### src/rtl/nfp_pkg.sv
// ----------------------------------------------------------------------------
// nfp_pkg: shared constants, types and helpers of the Newton fractal pixel block
// Fixed-point formats, the micro-program of the shared multiplier and the
// request and response of the divider.
// ----------------------------------------------------------------------------
`default_nettype none
package nfp_pkg;

  localparam int FRAC = 24;            // fractional bits of Q8.24
  localparam int QW   = 32;            // width of one Q8.24 value
  localparam int AW   = 66;            // accumulator width for two products
  localparam int DW   = 96;            // divider remainder width

  localparam logic signed [QW-1:0] QMAX = {1'b0, {(QW-1){1'b1}}};
  localparam logic signed [QW-1:0] QMIN = {1'b1, {(QW-1){1'b0}}};
  localparam logic signed [AW-1:0] QONE = AW'(1) <<< FRAC;
  localparam logic signed [AW-1:0] QTWO = AW'(2) <<< FRAC;

  // Configuration register indexes.
  localparam logic [2:0] REG_X_STEP    = 3'd0;
  localparam logic [2:0] REG_Y_STEP    = 3'd1;
  localparam logic [2:0] REG_HEIGHT    = 3'd2;
  localparam logic [2:0] REG_MAX_ITER  = 3'd3;
  localparam logic [2:0] REG_THRESHOLD = 3'd4;

  // Multiplier operand codes.
  localparam logic [2:0] OP_ZR  = 3'd0;
  localparam logic [2:0] OP_ZI  = 3'd1;
  localparam logic [2:0] OP_Z2R = 3'd2;
  localparam logic [2:0] OP_Z2I = 3'd3;
  localparam logic [2:0] OP_NR  = 3'd4;
  localparam logic [2:0] OP_NI  = 3'd5;
  localparam logic [2:0] OP_DR  = 3'd6;
  localparam logic [2:0] OP_DI  = 3'd7;

  typedef struct packed {
    logic                 start;
    logic signed [AW-1:0] num;
    logic        [63:0]   den;
  } div_req_t;

  typedef struct packed {
    logic                 done;
    logic signed [QW-1:0] quot;
  } div_rsp_t;

  // First operand of micro-op k.
  function automatic logic [2:0] op_a(input logic [3:0] k);
    case (k)
      4'd0, 4'd2:   op_a = OP_ZR;
      4'd1, 4'd3:   op_a = OP_ZI;
      4'd4, 4'd6:   op_a = OP_Z2R;
      4'd5, 4'd7:   op_a = OP_Z2I;
      4'd8, 4'd12:  op_a = OP_NR;
      4'd9, 4'd13:  op_a = OP_NI;
      4'd10:        op_a = OP_DR;
      4'd11:        op_a = OP_DI;
      4'd14:        op_a = OP_NI;
      default:      op_a = OP_NR;
    endcase
  endfunction

  // Second operand of micro-op k.
  function automatic logic [2:0] op_b(input logic [3:0] k);
    case (k)
      4'd0, 4'd3, 4'd7:          op_b = OP_ZR;
      4'd1, 4'd2, 4'd6, 4'd5:    op_b = OP_ZI;
      4'd4:                      op_b = OP_ZR;
      4'd8:                      op_b = OP_NR;
      4'd9:                      op_b = OP_NI;
      4'd10, 4'd12, 4'd14:       op_b = OP_DR;
      default:                   op_b = OP_DI;
    endcase
  endfunction

  // Odd micro-ops that subtract their product instead of adding it.
  function automatic logic op_sub(input logic [3:0] k);
    case (k)
      4'd1, 4'd5, 4'd15: op_sub = 1'b1;
      default:           op_sub = 1'b0;
    endcase
  endfunction

  // Saturate a wide signed value to Q8.24.
  function automatic logic signed [QW-1:0] sat_q(input logic signed [AW-1:0] v);
    if (v > $signed({{(AW-QW){1'b0}}, QMAX})) begin
      sat_q = QMAX;
    end else if (v < $signed({{(AW-QW){1'b1}}, QMIN})) begin
      sat_q = QMIN;
    end else begin
      sat_q = v[QW-1:0];
    end
  endfunction

endpackage
`default_nettype wire

### src/rtl/nfp_divider.sv
// ----------------------------------------------------------------------------
// nfp_divider: radix-2 restoring divider for the Newton quotient
// Gives num * 2^24 / den truncated toward zero, saturated to Q8.24, one
// quotient bit per cycle.
// ----------------------------------------------------------------------------
`default_nettype none
module nfp_divider (
  input  wire                clk,
  input  wire                rst,
  input  nfp_pkg::div_req_t  req,
  output nfp_pkg::div_rsp_t  rsp
);

  logic                          running;
  logic                          neg;
  logic [4:0]                    cnt;
  logic [nfp_pkg::DW-1:0]        rem;
  logic [nfp_pkg::DW-1:0]        dsh;
  logic [nfp_pkg::QW-1:0]        q;
  logic signed [nfp_pkg::AW-1:0] nmag;
  logic                          fits;
  logic [nfp_pkg::QW-1:0]        q_fin;
  logic                          sat;

  assign nmag = req.num[nfp_pkg::AW-1] ? -req.num : req.num;
  assign fits = rem >= dsh;
  // A quotient bit at the top position means the result is out of range.
  assign sat  = fits && (cnt == 5'd31);

  always_comb begin
    q_fin = q;
    if (fits) begin
      q_fin[cnt] = 1'b1;
    end
  end

  always_ff @(posedge clk) begin
    if (rst) begin
      running  <= 1'b0;
      rsp.done <= 1'b0;
    end else begin
      rsp.done <= 1'b0;
      if (req.start) begin
        running <= 1'b1;
        neg     <= req.num[nfp_pkg::AW-1];
        rem     <= {7'b0, nmag[64:0], {nfp_pkg::FRAC{1'b0}}};
        dsh     <= {1'b0, req.den, 31'b0};
        cnt     <= 5'd31;
        q       <= '0;
      end else if (running) begin
        if (fits) begin
          rem <= rem - dsh;
        end
        dsh <= dsh >> 1;
        q   <= q_fin;
        cnt <= cnt - 5'd1;
        if (sat || cnt == 5'd0) begin
          running  <= 1'b0;
          rsp.done <= 1'b1;
          if (neg) begin
            rsp.quot <= sat ? nfp_pkg::QMIN : -$signed(q_fin);
          end else begin
            rsp.quot <= sat ? nfp_pkg::QMAX : $signed(q_fin);
          end
        end
      end
    end
  end

endmodule
`default_nettype wire

### config.mk
export PLATFORM = sky130hd
export DESIGN_NAME = nfp_divider
export DESIGN_NICKNAME = d
export VERILOG_FILES = /design/src/rtl/nfp_pkg.sv /design/src/rtl/nfp_divider.sv
export SDC_FILE = /design/constraint.sdc
export NUM_CORES = 1
export LEC_CHECK = 0
export BUFFER_PORTS_ARGS = -buffer_cell sky130_fd_sc_hd__buf_4
export CAP_MARGIN = 20
export CORE_AREA = 2 2 199 201
export DETAILED_ROUTE_END_ITERATION = 6
export DIE_AREA = 0 0 201 203
export PLACE_DENSITY = 0.68
export SLEW_MARGIN = 20
export SYNTH_ARGS = -nofsm -noshare
export SYNTH_HDL_FRONTEND = slang
export SYNTH_SLANG_ARGS = --single-unit
### constraint.sdc
create_clock -name clk -period 27.3 [get_ports clk]
set_clock_uncertainty 0.2 [all_clocks]
set_input_delay 2.73 -clock clk [delete_from_list [all_inputs] [get_ports clk]]
set_output_delay 2.73 -clock clk [all_outputs]
set_load 0.02 [all_outputs]
==> metrics.cfg, run 1 <==
[clocking]
htree_num_levels=1
clk_pin_slew_worst_paths_ps=60
cts_hold_buffers=0
cts_resized=0
postCtsSetupRepairBufs=0
cts-root-buf=clkbuf_16
cts-buffers-inserted=30
cts_sinks=263
clock_path_buffers=3
cts_tree=built
clk_latency_ps=580

[finish]
final_nets=2480
drive_above_1_share=0.110
n_antenna_cell=0
area_growth_pct=12.9

[synth]
ys_seq_area_frac=0.413
ys_ff_latch=263
synth_ff_type=edfxtp_1
avgSynthCellArea_um2=8.87
syn_area_um2=19100
yosysTopAreaCellShare=0.411
yosysMostFrequentCell=edfxtp_1
synth_nets=2387
synth_common_cells=edfxtp_1 (261), nand2_1 (250), o21ai_0 (218), nor2_1 (194), a21oi_1 (160)
asyncSetResetFlopFracSynth=0
yosys.cell_types.count=77
yosysTopAreaCell=edfxtp_1
syn_inst=2152
ys_top_cells_by_area=edfxtp_1 (41%), ha_1 (6.6%), o21ai_0 (5.7%)
synth_edf_count=261
yosysWarnings=0

[floorplan]
rows=72
fp.dieArea_um2=40800
die_width_um=201
core-area_um2=38500
start_util=0.496
chipHeight_um=203
io_pins=166

[grt]
grtUsageTotal=0.238
grt_pass1_wl_mm=80.0
grt_pass1_vias=15500
grt_max_degree=244
antenna_found_initial=0
grt_overflow_total=0

[drt]
drtIter0Drc=1455
wire_per_inst_um=17.9
drc=0
num_vias=16400
drt-total-wl_mm=49.8
via_per_inst=5.91
drtAntennaViolNets=0
firstDrtPassIters=5

[power]
p_leak_nw=8.47
p_sw_frac=0.328
peakVddDrop_uv=53.8
pwr-share-clk=0.294
power.density_nw_per_um2=59.5
power.internal_w=0.000862
p_sw_w=0.000420
share_comb_of_total_power=0.313
p_total_w=0.00128
p_seq_frac=0.393

[worst_hold_path]
hold_class=register to register
whs_path_depth=2
holdCritStartpoint=dsh[27]

[sta]
setup_viol=0
period_minus_slack_ps=6410
hold_viol=0
rsz0062_at_grt=false
setup_slack_ps=20890
tightest_slew_ps=1080
fmax_ghz=0.156
setup_tns_ps=0
fin_crit_sh=0.235
hold_ws_ps=363
slew_viol_final=0
relSlewSlack=0.279

[worst_setup_path]
cp-startpoint=req[81]
critPathLaunchType=primary input
critical_path_arrival_ps=6510
cp_max_fo=6
crit_chain=buf_4 -> or4_4 -> nor4_2 -> or4b_1 -> or2_4 -> nor3_1 -> nand4_1 -> or3_4 -> nand2b_1 -> o31ai_1 -> xnor2_1 -> nand2_1 -> o21ai_0
critical_path_buf_inv_count=1
end_kind=register
cp_top_family=simple AND/OR/NAND/NOR gates
crit_type=primary input to register
slowest_stage=or4_4
cp.required_ps=27400
critical_path.max_stage_delay_ps=560
worst-path-stages=13
r2r-start=dsh[5]
rr_worst_depth=18

[outcome]
run_status=completed

[job]
cap_violations=0

[placed_design]
post-dp-hpwl_mm=36.8
place_ws_ps=20270
place.gp.congestion=0.927
portBuffers=165

-- cell type report --
class	instances	area (um2)
Timing Repair Buffer	175	1330
Clock inverter	14	91.3
Clock buffer	39	806
Multi-Input combinational cell	1643	10300
Tap cell	518	648
Sequential cell	263	7880
Fill cell	3510	16900
Inverter	132	495
-- path summary, 6_finish.rpt --
path / end / slack (ps)
setup / recovery: rem[87] / 20890
hold / removal: dsh[26] / 360
setup reg to reg: rsp[24] / 21150
hold reg to reg: dsh[26] / 360
-- per-stage QoR --
step           utilization  cell area [um2]  instances
2_1_floorplan            -            19100       2152
5_1_grt              0.560            21600       2784
4_1_cts              0.560            21600       2784
6_report             0.560            21600       2784
3_3_place_gp         0.537            20700       2731
3_5_place_dp         0.537            20700       2731
-- metal layers --
layer  part of all wire  routed length (um)  GRT usage
met1               0.46               22900      0.330
met2               0.45               22600      0.388
met3              0.057                2830     0.0310
met4              0.028                1400     0.0767
met5                  0                   0          0
-- sequential cells by signal, indices dropped and copies added, names as in the netlist --
| name | cells |
|---|---|
| cnt | 5 |
| rsp | 33 |
| neg | 1 |
| dsh | 95 |
| rem | 96 |
| running | 1 |
| q | 32 |
-- cell families (layout without fill, tap and decap cells) --
family | after synthesis | in the layout | synth area share
simple gates | 697 | 697 | 0.172
xor+xnor | 165 | 165 | 0.0757
mux | 8 | 8 | 0.00446
fa+ha+maj | 102 | 102 | 0.0672
flops | 263 | 263 | 0.413
buf+inv | 246 | 360 | 0.0494
compound gates | 671 | 671 | 0.219
-- worst reg2reg max path: cells and delay by family, from the launching register on --
| family | cells | cell delay (ps) |
|---|---|---|
| DFF | 1 | 370 |
| adders and majority gates | 2 | 530 |
| AOI/OAI and AO/OA | 7 | 2510 |
| and+or+nand+nor | 6 | 1830 |
| buffers and inverters | 2 | 140 |
| muxes | 1 | 400 |
-- cell usage in the layout (no fill, tap or decap), types with 55 or more instances in the layout --
cell type | netlist | routed
edfxtp_1 | 261 | 261
nand2_1 | 250 | 250
o21ai_0 | 218 | 217
nor2_1 | 194 | 193
buf_4 | 3 | 173
a21oi_1 | 160 | 160
inv_1 | 132 | 132
xnor2_1 | 111 | 111
ha_1 | 101 | 101
a21o_1 | 55 | 55
-- power by group through the flow --
stage / Clock [W] / Sequential (W) / Combinational, W
2_1_floorplan: 0 / 0.000514 / 0.000292
3_3_place_gp: 0 / 0.000511 / 0.000390
3_5_place_dp: 0 / 0.000513 / 0.000394
4_1_cts: 0.000385 / 0.000505 / 0.000397
5_1_grt: 0.000399 / 0.000507 / 0.000446
6_report: 0.000377 / 0.000505 / 0.000402
No activity file was read; power rests on OpenSTA's default activity.
==> run 2, diff against run 1 <==
--- a/config.mk
+++ b/config.mk
@@ -10,7 +10,7 @@
 export CORE_AREA = 2 2 199 201
 export DETAILED_ROUTE_END_ITERATION = 6
 export DIE_AREA = 0 0 201 203
-export PLACE_DENSITY = 0.68
+export PLACE_DENSITY = 0.71
 export SLEW_MARGIN = 20
 export SYNTH_ARGS = -nofsm -noshare
 export SYNTH_HDL_FRONTEND = slang
==> constraint.sdc (replaced) <==
create_clock -name clk -period 5.4 [get_ports clk]
set_clock_uncertainty 0.2 [all_clocks]
set_input_delay 0.54 -clock clk [delete_from_list [all_inputs] [get_ports clk]]
set_output_delay 0.54 -clock clk [all_outputs]
set_load 0.02 [all_outputs]
==> run 2 against run 1 <==
Net effect:
- worst setup slack got worse by 21000 ps
- first-iteration DRC count decreased by 4.2%
- combinational power increased to 5.2 times the previous value
- flip-flop and latch count unchanged
- clock power increased to 5.4 times the previous value
- worst hold slack got worse by 320 ps
- critical path depth increased by 5
- register-to-register slack got worse by 21000 ps
- global-route usage increased by 0.82 points
- sequential share of layout area decreased by 0.67 points
- total power increased to 5.2 times the previous value
==> metrics.cfg, run 2 (synthesized netlist as in run 1, its figures left out) <==
[placed_design]
place.gp.congestion=0.939
post-dp-hpwl_mm=38.4
dp.cells=2763
portBuffers=165

[sta]
setup_tns_ps=0
hold_ws_ps=39.3
period_minus_slack_ps=5030
setup_viol=0
tightest_slew_ps=1060
hold_viol=0
rsz0062_at_grt=false
relSlewSlack=0.295
fin_crit_sh=0.931
slew_viol_final=0
fmax_ghz=0.199

[clocking]
cts-root-buf=clkbuf_16
cts_tree=built
clk_latency_ps=580
htree_num_levels=1
cts_hold_buffers=0
cts-buffers-inserted=31
clock_path_buffers=3
cts_sinks=263
postCtsSetupRepairBufs=0
clk_pin_slew_worst_paths_ps=60

[worst_setup_path]
cp_max_fo=7
crit_type=register to register
critPathLaunchType=register
crit_chain=inv_1 -> ha_1 -> a21oi_1 -> o21ai_0 -> a21oi_1 -> o21ai_0 -> a21oi_2 -> a311oi_4 -> or2_1 -> a31oi_1 -> ha_1 -> inv_1 -> nor2_1 -> nand4b_1 -> or3_1 -> a2111oi_2 -> mux2i_1 -> a21o_1
cp.required_ps=5540
critical_path_arrival_ps=5160
critical_path.max_stage_delay_ps=520
end_kind=register
critical_path_buf_inv_count=2
slowest_stage=or3_1
cp_top_family=compound AO/OA/AOI/OAI gates

[finish]
drive_above_1_share=0.126
final_nets=2513
mostFrequentLayoutCell=edfxtp_1
instances_no_fill=2821
area_growth_pct=15.0
final_core_util=0.571
top_register=rem
n_antenna_cell=0
largest_reg_flops=96
n_fill_cell=3458
mostFrequentLayoutCells=edfxtp_1 (261), nand2_1 (250), o21ai_0 (217)
top_regs=rem (96), dsh (95), rsp (33)

[power]
p_leak_nw=8.68
power.density_nw_per_um2=304
peakVddDrop_uv=275

[job]
cap_violations=0

[grt]
grt_overflow_total=0
grt_pass1_vias=15700
grt_pass1_wl_mm=82.5
grtUsageTotal=0.246
antenna_found_initial=1
grt_max_degree=213

[floorplan]
start_util=0.496
rows=72
chipHeight_um=203
core-area_um2=38500
fp.dieArea_um2=40800
io_pins=166
die_width_um=201

[drt]
drtAntennaViolNets=0
drc=0
via_per_inst=5.89
firstDrtPassIters=5
drtIter0Drc=1394
drt-total-wl_mm=51.3
wire_per_inst_um=18.2
num_vias=16600

[outcome]
run_status=completed

[worst_hold_path]
hold_class=primary input to register

## run 2: where the power goes
part	total (W)	internal [W]	leakage (nW)	switching [W]
Clock	0.00204	0.00119	0.477	0.000845
Sequential	0.00255	0.00249	2.51	0.0000603
Combinational	0.00210	0.000822	5.69	0.00127
## run 2: worst paths after layout
check | from | to | slack (ps) | cells after the start
max reg2reg | dsh[23] | rsp[14] | 370 | 18
max | dsh[23] | rsp[14] | 370 | 18
min | req[34] | dsh[65] | 40 | 3
min reg2reg | dsh[23] | dsh[22] | 370 | 2
## run 2: layout make-up
| cell class | count | area, um2 | share of cell area |
|---|---|---|---|
| clock inverters | 19 | 168 | 0.00764 |
| inverters | 132 | 495 | 0.0226 |
| clock buffers | 39 | 806 | 0.0367 |
| multi-input cells | 1643 | 10300 | 0.471 |
| flip-flops and latches | 263 | 7880 | 0.359 |
| repair buffers | 207 | 1620 | 0.0740 |
| well taps | 518 | 648 | 0.0295 |
## run 2: worst register-to-register path: stages, from the launching register on
cell and delay [ps]:
edfxtp_1 360, inv_1 90, ha_1 300, a21oi_1 380, o21ai_0 140, a21oi_1 190
o21ai_0 160, a21oi_2 270, a311oi_4 210, or2_1 300, a31oi_1 290, ha_1 220
inv_1 50, nor2_1 90, nand4b_1 180, or3_1 520, a2111oi_2 490, mux2i_1 140
a21o_1 200
## run 2: timing repair
| action | in CTS | in global routing |
|---|---|---|
| endpoints found under the setup margin | 0 | 5 |
| resized for setup | 0 | 7 |
| hold endpoints to repair | 0 | 0 |
## run 2: layer usage
layer	GRT usage	up-vias	share of wire
li1	-	8088	-
met1	0.358	7806	0.47
met2	0.390	622	0.45
met3	0.0294	87	0.061
met4	0.0656	2	0.025
met5	0	-	0.00018
## run 2: stage by stage
stage	setup slack (ps)	area, um2	total power [W]
after detailed placement	134	20900	0.00464
after CTS	92.7	21900	0.00669
after global placement	221	20900	0.00461
final	374	22000	0.00668
after global routing	27.6	22000	0.00704
after floorplan	55.6	19100	0.00406
==> run 3, diff against run 2 <==
--- a/config.mk
+++ b/config.mk
@@ -5,12 +5,13 @@
 export SDC_FILE = /design/constraint.sdc
 export NUM_CORES = 1
 export LEC_CHECK = 0
+export ABC_AREA = 1
 export BUFFER_PORTS_ARGS = -buffer_cell sky130_fd_sc_hd__buf_4
 export CAP_MARGIN = 20
-export CORE_AREA = 2 2 199 201
+export CORE_AREA = 2 2 210 212
 export DETAILED_ROUTE_END_ITERATION = 6
-export DIE_AREA = 0 0 201 203
-export PLACE_DENSITY = 0.71
+export DIE_AREA = 0 0 212 214
+export PLACE_DENSITY = 0.7
 export SLEW_MARGIN = 20
 export SYNTH_ARGS = -nofsm -noshare
 export SYNTH_HDL_FRONTEND = slang
==> run 3 against run 2 <==
Net effect:
- worst setup slack improved by 570 ps
- clock power increased by 4%
- synthesized cell count grew 43%
- non-clock buffer count down 26
- count of clock-buffer cells in the layout unchanged
- combinational power rose by 6%
- cell count increased by 36%
- synthesized area grew 12%
- highest routed layer is now met4
- largest cell class unchanged
- critical path type unchanged
- global-route usage grew 5.6 points
- die area increased by 11%
- critical endpoint is now rsp[22]
- first-iteration DRC count up 31%
==> metrics.cfg, run 3 <==
[outcome]
run_status=completed

[finish]
mostFrequentLayoutCell=nand2_1
multi_input_area_um2=11200
n_antenna_cell=0
top_regs=rem (96), dsh (95), rsp (33)
area_growth_pct=13.6
final_nets=3460
drive_above_1_share=0.0970
n_fill_cell=4135
mostFrequentLayoutCells=nand2_1 (640), inv_1 (511), nor2_1 (491)
largest_reg_flops=96
seq_area_um2=7880
top_register=rem
design_area_um2=24200

[synth]
synth_top_family_by_area=simple AND/OR/NAND/NOR gates
asyncSetResetFlopFracSynth=0
yosysMostFrequentCell=nand2_1
avgSynthCellArea_um2=6.94
synth_nets=3307
synth-compound-area-share=0.186
synth_ff_type=edfxtp_1
yosys.cell_types.count=61
syn_area_um2=21300
synth-adder-area-share=0.0602
ys_top_cells_by_area=edfxtp_1 (37%), nand2_1 (11%), inv_1 (9.0%)
yosysTopAreaCell=edfxtp_1
ys_ff_latch=263
ys_seq_area_frac=0.370
synth_common_cells=nand2_1 (640), inv_1 (512), nor2_1 (491), a21oi_1 (295), o21ai_0 (272)
yosysTopAreaCellShare=0.368
syn_inst=3072
synth_edf_count=261
muxShareOfSynthArea=0
yosysWarnings=0
yosys.area_share.simple=0.264
synth_xor_area_frac=0.0136

[worst_setup_path]
cp.required_ps=5500
end_kind=register
rr_worst_depth=22
crit_type=register to register
critPathLaunchType=register
critical_path_arrival_ps=4560
cp_max_fo=23

[sta]
hold_viol=0
fin_crit_sh=0.825
slew_viol_final=0
tightest_slew_ps=991
hold_ws_ps=43.1
relSlewSlack=0.340
rsz0062_at_grt=false
setup_tns_ps=0
setup_viol=0
fmax_ghz=0.224
period_minus_slack_ps=4460

[worst_hold_path]
hold_class=primary input to register
whs_path_depth=3

[drt]
via_per_inst=5.50
drtIter0Drc=1831
num_vias=21100
drt-total-wl_mm=68.5
drc=0
drtAntennaViolNets=0
firstDrtPassIters=6
wire_per_inst_um=17.9

[clocking]
postCtsSetupRepairBufs=0
cts_resized=0
cts-buffers-inserted=34
cts_hold_buffers=0
cts_tree=built
cts_sinks=263
clk_latency_ps=560
cts-root-buf=clkbuf_16
clock_path_buffers=3
clk_pin_slew_worst_paths_ps=60
htree_num_levels=2

[placed_design]
post-dp-hpwl_mm=54.3
place_area_um2=23200
place.gp.congestion=0.980
portBuffers=165

[power]
share_comb_of_total_power=0.323
p_leak_nw=10.7
power.density_nw_per_um2=284
power.internal_w=0.00437
p_seq_frac=0.367
p_sw_w=0.00250
peakVddDrop_uv=169
pwr-share-clk=0.309
p_sw_frac=0.363

[job]
cap_violations=0

[floorplan]
core-area_um2=42900
rows=76
chipHeight_um=214
start_util=0.497
die_width_um=212
io_pins=166
fp.dieArea_um2=45400

[grt]
grt_pass1_wl_mm=108
antenna_found_initial=1
grt_max_degree=128
grtUsageTotal=0.302
grt_pass1_vias=20400
grt_overflow_total=0

==> run 3: cell count changes in the layout (fill, tap and decap cells not counted), moves of 55 or more <==
cell / delta
o21ai_0: +55
inv_1: +379
nor2_1: +298
xnor2_1: -97
nand3_1: +56
nand2_1: +390
a21oi_1: +136
==> run 3: layer usage <==
metal  vias up  share of wire  global-route usage
met5         -              0                   0
met4         0          0.030              0.0899
met3       123          0.073              0.0431
met2       832           0.45               0.485
met1      9709           0.45               0.423
li1      10400              -                   -
==> run 3: cell families after synthesis <==
| group | after synthesis |
|---|---|
| simple gates | 1369 |
| buf+inv | 589 |
| fa+ha+maj | 102 |
| flops | 263 |
| compound gates | 716 |
| xor+xnor | 33 |
==> run 3: critical path, cell delays in order (launching register included) <==
cell and delay, ps:
edfxtp_1 370, inv_1 110, ha_1 300, a21oi_1 250, nand2_1 130, nand2_1 80
nand2_1 100, nand2_1 80, nand2_1 150, a21oi_4 320, nand3_4 300, buf_4 330
nand2_1 90, nand2_1 60, inv_1 90, ha_1 160, nand2_1 80, o21ai_2 190
nand2_1 130, nor2_2 380, nand3_1 140, nand2_1 90, nand2_1 50
==> run 3: worst paths after layout <==
check	start	to	slack (ps)
hold / removal	req[63]	dsh[94]	40
setup / recovery	dsh[67]	rsp[22]	940
setup reg to reg	dsh[67]	rsp[22]	940
hold reg to reg	dsh[23]	dsh[22]	350
==> run 3: layout make-up <==
type,count,area share
clock inverters,21,0.00692
flip-flops and latches,263,0.325
clock buffers,39,0.0359
repair buffers,181,0.0574
well taps,585,0.0302
inverters,525,0.0814
multi-input cells,2220,0.463
==> run 3: per-stage QoR <==
stage	power (W)	setup WS [ps]	cells	utilization
final	0.00687	944	3834	0.565
after global routing	0.00725	433	3834	0.565
after CTS	0.00687	960	3834	0.565
after detailed placement	0.00473	968	3774	0.540
after global placement	0.00470	1090	3774	0.540
after floorplan	0.00401	133	3072	-
==> run 3: power by group through the flow <==
stage,Sequential (W),Combinational (W),Clock (W)
6_report,0.00252,0.00222,0.00212
3_3_place_gp,0.00256,0.00215,0
2_1_floorplan,0.00255,0.00146,0
4_1_cts,0.00252,0.00218,0.00217
5_1_grt,0.00254,0.00246,0.00226
3_5_place_dp,0.00256,0.00216,0
